**config.mk**
```make
export PLATFORM = sky130hd
export DESIGN_NAME = sieve_prime_counter_unit
export DESIGN_NICKNAME = d
export VERILOG_FILES = /design/src/design/spc_pkg.sv /design/src/design/sieve_prime_counter_unit.sv /design/src/design/spc_ram.sv /design/src/design/spc_seq.sv
export SDC_FILE = /design/constraint.sdc
export NUM_CORES = 2
export LEC_CHECK = 0
export BUFFER_PORTS_ARGS = -buffer_cell sky130_fd_sc_hd__buf_2
export CORE_MARGIN = 5
export CORE_UTILIZATION = 27
export DETAILED_ROUTE_END_ITERATION = 7
export RECOVER_POWER = 25
export SLEW_MARGIN = 20
export SYNTH_ARGS = -nofsm -noshare
export SYNTH_HDL_FRONTEND = slang
export SYNTH_HIERARCHICAL = 1
export SYNTH_SLANG_ARGS = --single-unit
```
**constraint.sdc**
```tcl
create_clock -name clk -period 111 [get_ports clk]
set_input_delay 5.55 -clock clk [delete_from_list [all_inputs] [get_ports clk]]
set_output_delay 5.55 -clock clk [all_outputs]
set_load 0.02 [all_outputs]
```
**src/design/spc_pkg.sv**
```systemverilog
// Shared constants and types for the sieve prime counter.
// No dependencies; imported by the sequencer and the top level.
package spc_pkg;

  localparam int LIMIT_W        = 10;
  localparam int COUNT_W        = 8;
  localparam int MAX_LIMIT_DEF  = 1024;
  localparam int SMALLEST_PRIME = 2;

  // Result handed from the sequencer to the output register
  typedef struct packed {
    logic               valid;
    logic [COUNT_W-1:0] count;
  } spc_res_t;

endpackage

```
**src/design/sieve_prime_counter_unit.sv**
```systemverilog
// Sieve prime counter: one limit in, one prime count out per beat.
// Each request runs fill, check, strike and count passes over the mark RAM for the
// effective limit; a limit below two goes straight to the result.
// Throughput: one request at a time; the next beat is taken once the result
// moves to the output register. Synchronous active-low reset clears control.
module sieve_prime_counter_unit import spc_pkg::*; #(
  parameter int MAX_LIMIT = MAX_LIMIT_DEF
) (
  input  logic               clk,
  input  logic               rst_n,
  input  logic               in_valid,
  output logic               in_ready,
  input  logic [LIMIT_W-1:0] in_limit,
  output logic               out_valid,
  input  logic               out_ready,
  output logic [COUNT_W-1:0] out_prime_count
);

  localparam int AW = $clog2(MAX_LIMIT);

  spc_res_t           res;
  logic               res_take;
  logic               idle;
  logic               mem_we;
  logic [AW-1:0]      mem_waddr;
  logic               mem_wdata;
  logic               mem_re;
  logic [AW-1:0]      mem_raddr;
  logic               mem_rdata;
  logic               out_valid_r, out_valid_nxt;
  logic [COUNT_W-1:0] out_count_r;

  spc_seq #(.MAX_LIMIT(MAX_LIMIT)) u_seq (
    .clk       (clk),
    .rst_n     (rst_n),
    .start     (in_valid && idle),
    .limit     (in_limit),
    .idle      (idle),
    .res       (res),
    .res_take  (res_take),
    .mem_we    (mem_we),
    .mem_waddr (mem_waddr),
    .mem_wdata (mem_wdata),
    .mem_re    (mem_re),
    .mem_raddr (mem_raddr),
    .mem_rdata (mem_rdata)
  );

  spc_ram #(.WIDTH(1), .DEPTH(MAX_LIMIT)) u_marks (
    .clk   (clk),
    .we    (mem_we),
    .waddr (mem_waddr),
    .wdata (mem_wdata),
    .re    (mem_re),
    .raddr (mem_raddr),
    .rdata (mem_rdata)
  );

  assign in_ready = idle;

  // Load the output register when it is empty or being drained
  assign res_take = res.valid && (!out_valid_r || out_ready);

  always_comb begin
    out_valid_nxt = out_valid_r;
    if (out_valid_r && out_ready) begin
      out_valid_nxt = 1'b0;
    end
    if (res_take) begin
      out_valid_nxt = 1'b1;
    end
  end

  always_ff @(posedge clk) begin
    if (!rst_n) begin
      out_valid_r <= 1'b0;
    end else begin
      out_valid_r <= out_valid_nxt;
    end
  end

  always_ff @(posedge clk) begin
    if (res_take) begin
      out_count_r <= res.count;
    end
  end

  assign out_valid       = out_valid_r;
  assign out_prime_count = out_count_r;

  // Sequencer goes busy after taking a beat
  a_busy_after_accept: assert property (@(posedge clk) disable iff (!rst_n)
    in_valid && in_ready |=> !in_ready)
    else $error("in_ready still high after accepting a beat");

  // A handed-over result shows at the output next cycle
  a_take_fills_out: assert property (@(posedge clk) disable iff (!rst_n)
    res_take |=> out_valid && out_prime_count == $past(res.count))
    else $error("handed-over result missing at output");

  // Output only becomes valid through a handover
  a_out_from_take: assert property (@(posedge clk) disable iff (!rst_n)
    $rose(out_valid) |-> $past(res_take))
    else $error("output valid without handover");

  // Mark store is never touched while idle
  a_idle_no_mem: assert property (@(posedge clk) disable iff (!rst_n)
    idle |-> !mem_we && !mem_re)
    else $error("mark store accessed while idle");

endmodule

```
**src/design/spc_ram.sv**
```systemverilog
// Generic single-port-write, single-port-read RAM with registered read data.
// No dependencies.
module spc_ram #(
  parameter int WIDTH = 1,
  parameter int DEPTH = 1024,
  localparam int AW = $clog2(DEPTH)
) (
  input  logic             clk,
  input  logic             we,
  input  logic [AW-1:0]    waddr,
  input  logic [WIDTH-1:0] wdata,
  input  logic             re,
  input  logic [AW-1:0]    raddr,
  output logic [WIDTH-1:0] rdata
);

  logic [WIDTH-1:0] mem_r [DEPTH];
  logic [WIDTH-1:0] rdata_r;

  // Write port
  always_ff @(posedge clk) begin
    if (we) begin
      mem_r[waddr] <= wdata;
    end
  end

  // Registered read port
  always_ff @(posedge clk) begin
    if (re) begin
      rdata_r <= mem_r[raddr];
    end
  end

  assign rdata = rdata_r;

endmodule

```
**src/design/spc_seq.sv**
```systemverilog
// Sieve sequencer: fill, check, strike and count passes over the mark store.
// Depends on spc_pkg; drives the ports of one spc_ram instance.
module spc_seq import spc_pkg::*; #(
  parameter int MAX_LIMIT = MAX_LIMIT_DEF,
  localparam int AW = $clog2(MAX_LIMIT)
) (
  input  logic               clk,
  input  logic               rst_n,
  input  logic               start,
  input  logic [LIMIT_W-1:0] limit,
  output logic               idle,
  output spc_res_t           res,
  input  logic               res_take,
  output logic               mem_we,
  output logic [AW-1:0]      mem_waddr,
  output logic               mem_wdata,
  output logic               mem_re,
  output logic [AW-1:0]      mem_raddr,
  input  logic               mem_rdata
);

  // Working width: holds both the request limit and the top store address
  localparam int CW = (AW > LIMIT_W) ? AW : LIMIT_W;

  typedef enum logic [6:0] {
    ST_IDLE   = 7'b0000001,
    ST_FILL   = 7'b0000010,
    ST_TEST   = 7'b0000100,
    ST_CHK    = 7'b0001000,
    ST_STRIKE = 7'b0010000,
    ST_COUNT  = 7'b0100000,
    ST_FINISH = 7'b1000000
  } seq_state_t;

  seq_state_t         state_r, state_nxt;
  logic [CW-1:0]      lim_r, lim_nxt;
  logic [CW-1:0]      i_r, i_nxt;
  logic [CW:0]        sq_r, sq_nxt;
  logic [CW:0]        j_r, j_nxt;
  logic [CW-1:0]      k_r, k_nxt;
  logic [COUNT_W-1:0] cnt_r, cnt_nxt;
  logic               pend_r, pend_nxt;
  logic               drain_r, drain_nxt;

  logic [CW-1:0]      lim_ext;
  logic [CW-1:0]      lim_eff;
  logic [CW-1:0]      i_inc;
  logic [CW:0]        sq_inc;
  logic [CW:0]        j_inc;

  // Saturate the request limit to the top of the store
  assign lim_ext = CW'(limit);
  assign lim_eff = (lim_ext > CW'(MAX_LIMIT - 1)) ? CW'(MAX_LIMIT - 1) : lim_ext;

  // Next candidate and its square, kept by increment: (i+1)^2 = i^2 + 2i + 1
  assign i_inc  = i_r + CW'(1);
  assign sq_inc = sq_r + {i_r, 1'b0} + (CW+1)'(1);
  assign j_inc  = j_r + (CW+1)'(i_r);

  always_comb begin
    state_nxt = state_r;
    lim_nxt   = lim_r;
    i_nxt     = i_r;
    sq_nxt    = sq_r;
    j_nxt     = j_r;
    k_nxt     = k_r;
    cnt_nxt   = cnt_r;
    pend_nxt  = 1'b0;
    drain_nxt = 1'b0;
    mem_we    = 1'b0;
    mem_waddr = k_r[AW-1:0];
    mem_wdata = 1'b0;
    mem_re    = 1'b0;
    mem_raddr = i_r[AW-1:0];

    // Accumulate marks returned by the count pass
    if (pend_r && mem_rdata) begin
      cnt_nxt = cnt_r + COUNT_W'(1);
    end

    case (state_r)
      ST_IDLE: begin
        if (start) begin
          cnt_nxt = '0;
          lim_nxt = lim_eff;
          k_nxt   = '0;
          if (limit < LIMIT_W'(SMALLEST_PRIME)) begin
            state_nxt = ST_FINISH;
          end else begin
            state_nxt = ST_FILL;
          end
        end
      end
      // Mark 0..limit, with 0 and 1 written clear
      ST_FILL: begin
        mem_we    = 1'b1;
        mem_waddr = k_r[AW-1:0];
        mem_wdata = (k_r >= CW'(SMALLEST_PRIME));
        k_nxt     = k_r + CW'(1);
        if (k_r == lim_r) begin
          i_nxt     = CW'(SMALLEST_PRIME);
          sq_nxt    = (CW+1)'(SMALLEST_PRIME * SMALLEST_PRIME);
          state_nxt = ST_TEST;
        end
      end
      // Stop once i*i passes the limit, else fetch the mark of i
      ST_TEST: begin
        if (sq_r > {1'b0, lim_r}) begin
          k_nxt     = CW'(SMALLEST_PRIME);
          state_nxt = ST_COUNT;
        end else begin
          mem_re    = 1'b1;
          mem_raddr = i_r[AW-1:0];
          state_nxt = ST_CHK;
        end
      end
      ST_CHK: begin
        if (mem_rdata) begin
          j_nxt     = sq_r;
          state_nxt = ST_STRIKE;
        end else begin
          i_nxt     = i_inc;
          sq_nxt    = sq_inc;
          state_nxt = ST_TEST;
        end
      end
      // Strike multiples of i from i*i up to the limit
      ST_STRIKE: begin
        mem_we    = 1'b1;
        mem_waddr = j_r[AW-1:0];
        mem_wdata = 1'b0;
        j_nxt     = j_inc;
        if (j_inc > {1'b0, lim_r}) begin
          i_nxt     = i_inc;
          sq_nxt    = sq_inc;
          state_nxt = ST_TEST;
        end
      end
      // Stream reads over 2..limit, then a drain step collects the last read
      ST_COUNT: begin
        if (drain_r) begin
          state_nxt = ST_FINISH;
        end else begin
          mem_re    = 1'b1;
          mem_raddr = k_r[AW-1:0];
          pend_nxt  = 1'b1;
          k_nxt     = k_r + CW'(1);
          drain_nxt = (k_r == lim_r);
        end
      end
      // Hold the result until the output register takes it
      ST_FINISH: begin
        if (res_take) begin
          state_nxt = ST_IDLE;
        end
      end
      default: begin
        state_nxt = ST_IDLE;
      end
    endcase
  end

  // Control state
  always_ff @(posedge clk) begin
    if (!rst_n) begin
      state_r <= ST_IDLE;
      pend_r  <= 1'b0;
      drain_r <= 1'b0;
    end else begin
      state_r <= state_nxt;
      pend_r  <= pend_nxt;
      drain_r <= drain_nxt;
    end
  end

  // Working registers
  always_ff @(posedge clk) begin
    lim_r <= lim_nxt;
    i_r   <= i_nxt;
    sq_r  <= sq_nxt;
    j_r   <= j_nxt;
    k_r   <= k_nxt;
    cnt_r <= cnt_nxt;
  end

  assign idle      = (state_r == ST_IDLE);
  assign res.valid = (state_r == ST_FINISH);
  assign res.count = cnt_r;

endmodule

```
==> impl_metrics.py <==
metrics = {
    "sta": {
        "finalHoldViolCount": 0,
        "min_period_ps": 14160,
        "maxSlewViolCount": 781,
        "tightest_slew_ps": 9292,
        "clock-skew-final_ps": 58.09,
        "slew_headroom": -5.195,
        "tns_ps": 0,
        "finalCritPeriodShare": 0.1275,
        "max_freq_mhz": 70.64,
        "rsz0062_at_grt": "false",
        "setup_viol": 0,
    },
    "detailed_routing": {
        "first_iter_violations": 3605,
        "first_pass_iters": 6,
        "viasPerCell": 5.014,
        "ant_nets": 0,
        "drc_errors": 0,
        "vias": 30240,
        "wl_mm": 133.1,
        "wl_per_cell_um": 22.07,
    },
    "clocking": {
        "h-tree-depth": 3,
        "insertion_delay_ps": 710,
        "ctsHoldBuffers": 0,
        "cts_made_buffers": 114,
        "cts.root.buffer_cell": "clkbuf_16",
        "post_cts_buffers": 0,
        "cts.sinks": 1103,
        "tritoncts": "done",
        "clk_path_buf_depth": 3,
        "clk_pin_slew_ps": 60,
        "ctsResizeCount": 0,
    },
    "critical_path": {
        "end_kind": "register",
        "crit_required_ps": 111370,
        "r2r-start": "u_seq/state_r[2]$_SDFFE_PN0P_",
        "r2r_slack_ps": 96840,
        "reg2regPathDepth": 8,
        "criticalPathCategory": "reg2reg",
        "path_max_fanout": 242,
        "crit_arrival_ps": 14520,
        "crit_path_start_kind": "register",
        "regToRegEndpoint": "u_marks/mem_r[1011]$_DFFE_PP_",
    },
    "final_layout": {
        "final_nets": 3539,
        "syn_to_final_growth_pct": 11.79,
        "diodes": 0,
        "layout_common_cells": "nor2_1, edfxtp_1, mux4_2",
        "drive_gt1_frac": 0.1399,
        "final_util": 0.3033,
        "layout_commonest_cell": "nor2_1",
    },
    "synth": {
        "ys_seq_elements": 1103,
        "ys_async_sr_fraction": 0,
        "netlist_instances": 3596,
        "synth_cell_types": 80,
        "syn-cell-area_um2": 49670,
        "synth_area_per_cell_um2": 13.81,
        "synth_area_leaders": "edfxtp_1, mux4_2, nor2_1",
        "synth_warnings": 6,
        "synth_enable_flop_cells": 1085,
        "synth.top_cell.area_share": 0.6560,
        "syn_nets": 3655,
        "synth_top_area_cell": "edfxtp_1",
        "seq_area_frac_synth": 0.6632,
        "synthFlopType": "edfxtp_1",
    },
    "pwr": {
        "power.total_w": 0.0009911,
        "powerDensity_nw_per_um2": 17.85,
        "power.leakage_nw": 16.92,
        "vdd_drop_max_v": 0.00001321,
    },
    "floorplan": {
        "die_area_um2": 192600,
        "start_util": 0.2713,
        "fp.dieW_um": 438.9,
        "rows": 157,
        "core_area_um2": 183100,
        "die_y_um": 438.9,
        "num_io_pins": 24,
    },
    "worst_hold_path": {
        "hold_path_class": "reg2reg",
        "hold_end": "out_prime_count[7]$_DFFE_PP_",
        "hold_depth": 0,
        "min_from": "u_seq/cnt_r[7]$_DFF_P_",
    },
    "grt": {
        "grt-ovfl-total": 0,
        "grt_usage": 0.1341,
        "grt_pass1_wl_mm": 195.7,
        "grt_pass1_vias": 29450,
        "grt_max_degree": 282,
        "antenna_found_initial": 0,
    },
    "placed_design": {
        "gp_congestion": 0.7958,
        "dp_hpwl_mm": 69.37,
        "port_buffers": 23,
    },
    "run": {
        "drv_cap": 15,
    },
    "status": {
        "status": "complete, but fails checks",
        "violations": "max-capacitance violations, max-slew violations",
    },
}
power by group:
group | internal, W | switching [W]
registers | 0.000477 | 0.00000858
logic | 0.0000414 | 0.000103
clock network | 0.000203 | 0.000158
total | 0.000721 | 0.000270
cells in the mapped netlist, drive strengths merged, types with 11 or more instances:
library cell,count
and2,14
nand4,18
nand2,101
nor3,46
mux2,33
o22ai,29
nor2b,20
inv,24
nand3,56
dfxtp,18
xnor2,21
o21ai,31
a21oi,54
ha,43
mux2i,124
nor2,1098
buf,116
o221ai,49
edfxtp,1085
mux4,214
xor2,27
a22oi,17
nor4,15
nand2b,11
clkbuf,211
kinds of logic after synthesis:
| group | Yosys count | synth area share |
|---|---|---|
| compound gates | 249 | 0.03476 |
| mux | 371 | 0.1306 |
| flops | 1103 | 0.6632 |
| xor+xnor | 48 | 0.008464 |
| buf+inv | 353 | 0.03300 |
| simple gates | 1427 | 0.1183 |
| fa+ha+maj | 45 | 0.01164 |
per-stage QoR:
stage,cells,worst slack [ps],hold slack [ps],instance area [um2]
3_5_place_dp,5828,103540,478.9,52130
3_3_place_gp,5828,103510,492.1,52120
6_report,6032,96840,489.9,55530
4_1_cts,6032,103190,496.7,55610
2_1_floorplan,3596,73540,428.0,49670
5_1_grt,6032,95630,498.3,55530
cell type report:
type / count / area, um2
tap: 2464 / 3083
timing repair buffer: 95 / 621.8
multi-input combinational: 2140 / 15290
clock inverter: 61 / 476.7
fill: 18320 / 127600
inverter: 26 / 97.59
clock buffer: 143 / 3013
sequential: 1103 / 32940
registers in the layout (all words and copies together) (netlist names), 7 cells and up:
| name | cells |
|---|---|
| u_seq/cnt_r | 8 |
| u_seq/i_r | 10 |
| u_seq/k_r | 10 |
| u_seq/sq_r | 11 |
| u_seq/state_r | 7 |
| out_prime_count | 8 |
| u_seq/lim_r | 10 |
| u_seq/j_r | 11 |
| u_marks/mem_r | 1024 |
layer usage:
layer  global-route usage  vias up  wire length (um)
met5                    0        -                 0
met3              0.01848      219             10080
li1                     -    13030                 -
met2               0.2236     1220             64540
met4              0.03839        0              3721
met1               0.1829    15780             54820
worst max-delay path: stages (launching register included):
cell and delay (ps):
dfxtp_1 340, or2_0 260, nor4_1 330, nand3b_1 300, a31oi_4 210, clkbuf_1 6300
clkbuf_1 3960, buf_4 1220, buf_6 680
worst max path at each step:
stage / cells past startpoint / to / slack (ps) / from
6_report: 8 / u_marks/mem_r[1011]$_DFFE_PP_ / 96840 / u_seq/state_r[2]$_SDFFE_PN0P_
2_1_floorplan: 4 / u_marks/mem_r[0]$_DFFE_PP_ / 73540 / u_seq/k_r[0]$_DFFE_PP_
5_1_grt: 8 / u_marks/mem_r[494]$_DFFE_PP_ / 95630 / u_seq/state_r[2]$_SDFFE_PN0P_
3_5_place_dp: 8 / u_seq/state_r[5]$_SDFFE_PN0P_ / 103540 / out_ready
3_3_place_gp: 8 / u_seq/state_r[5]$_SDFFE_PN0P_ / 103510 / out_ready
4_1_cts: 5 / in_ready / 103190 / u_seq/state_r[2]$_SDFFE_PN0P_
(Power assumes the default switching activity.)
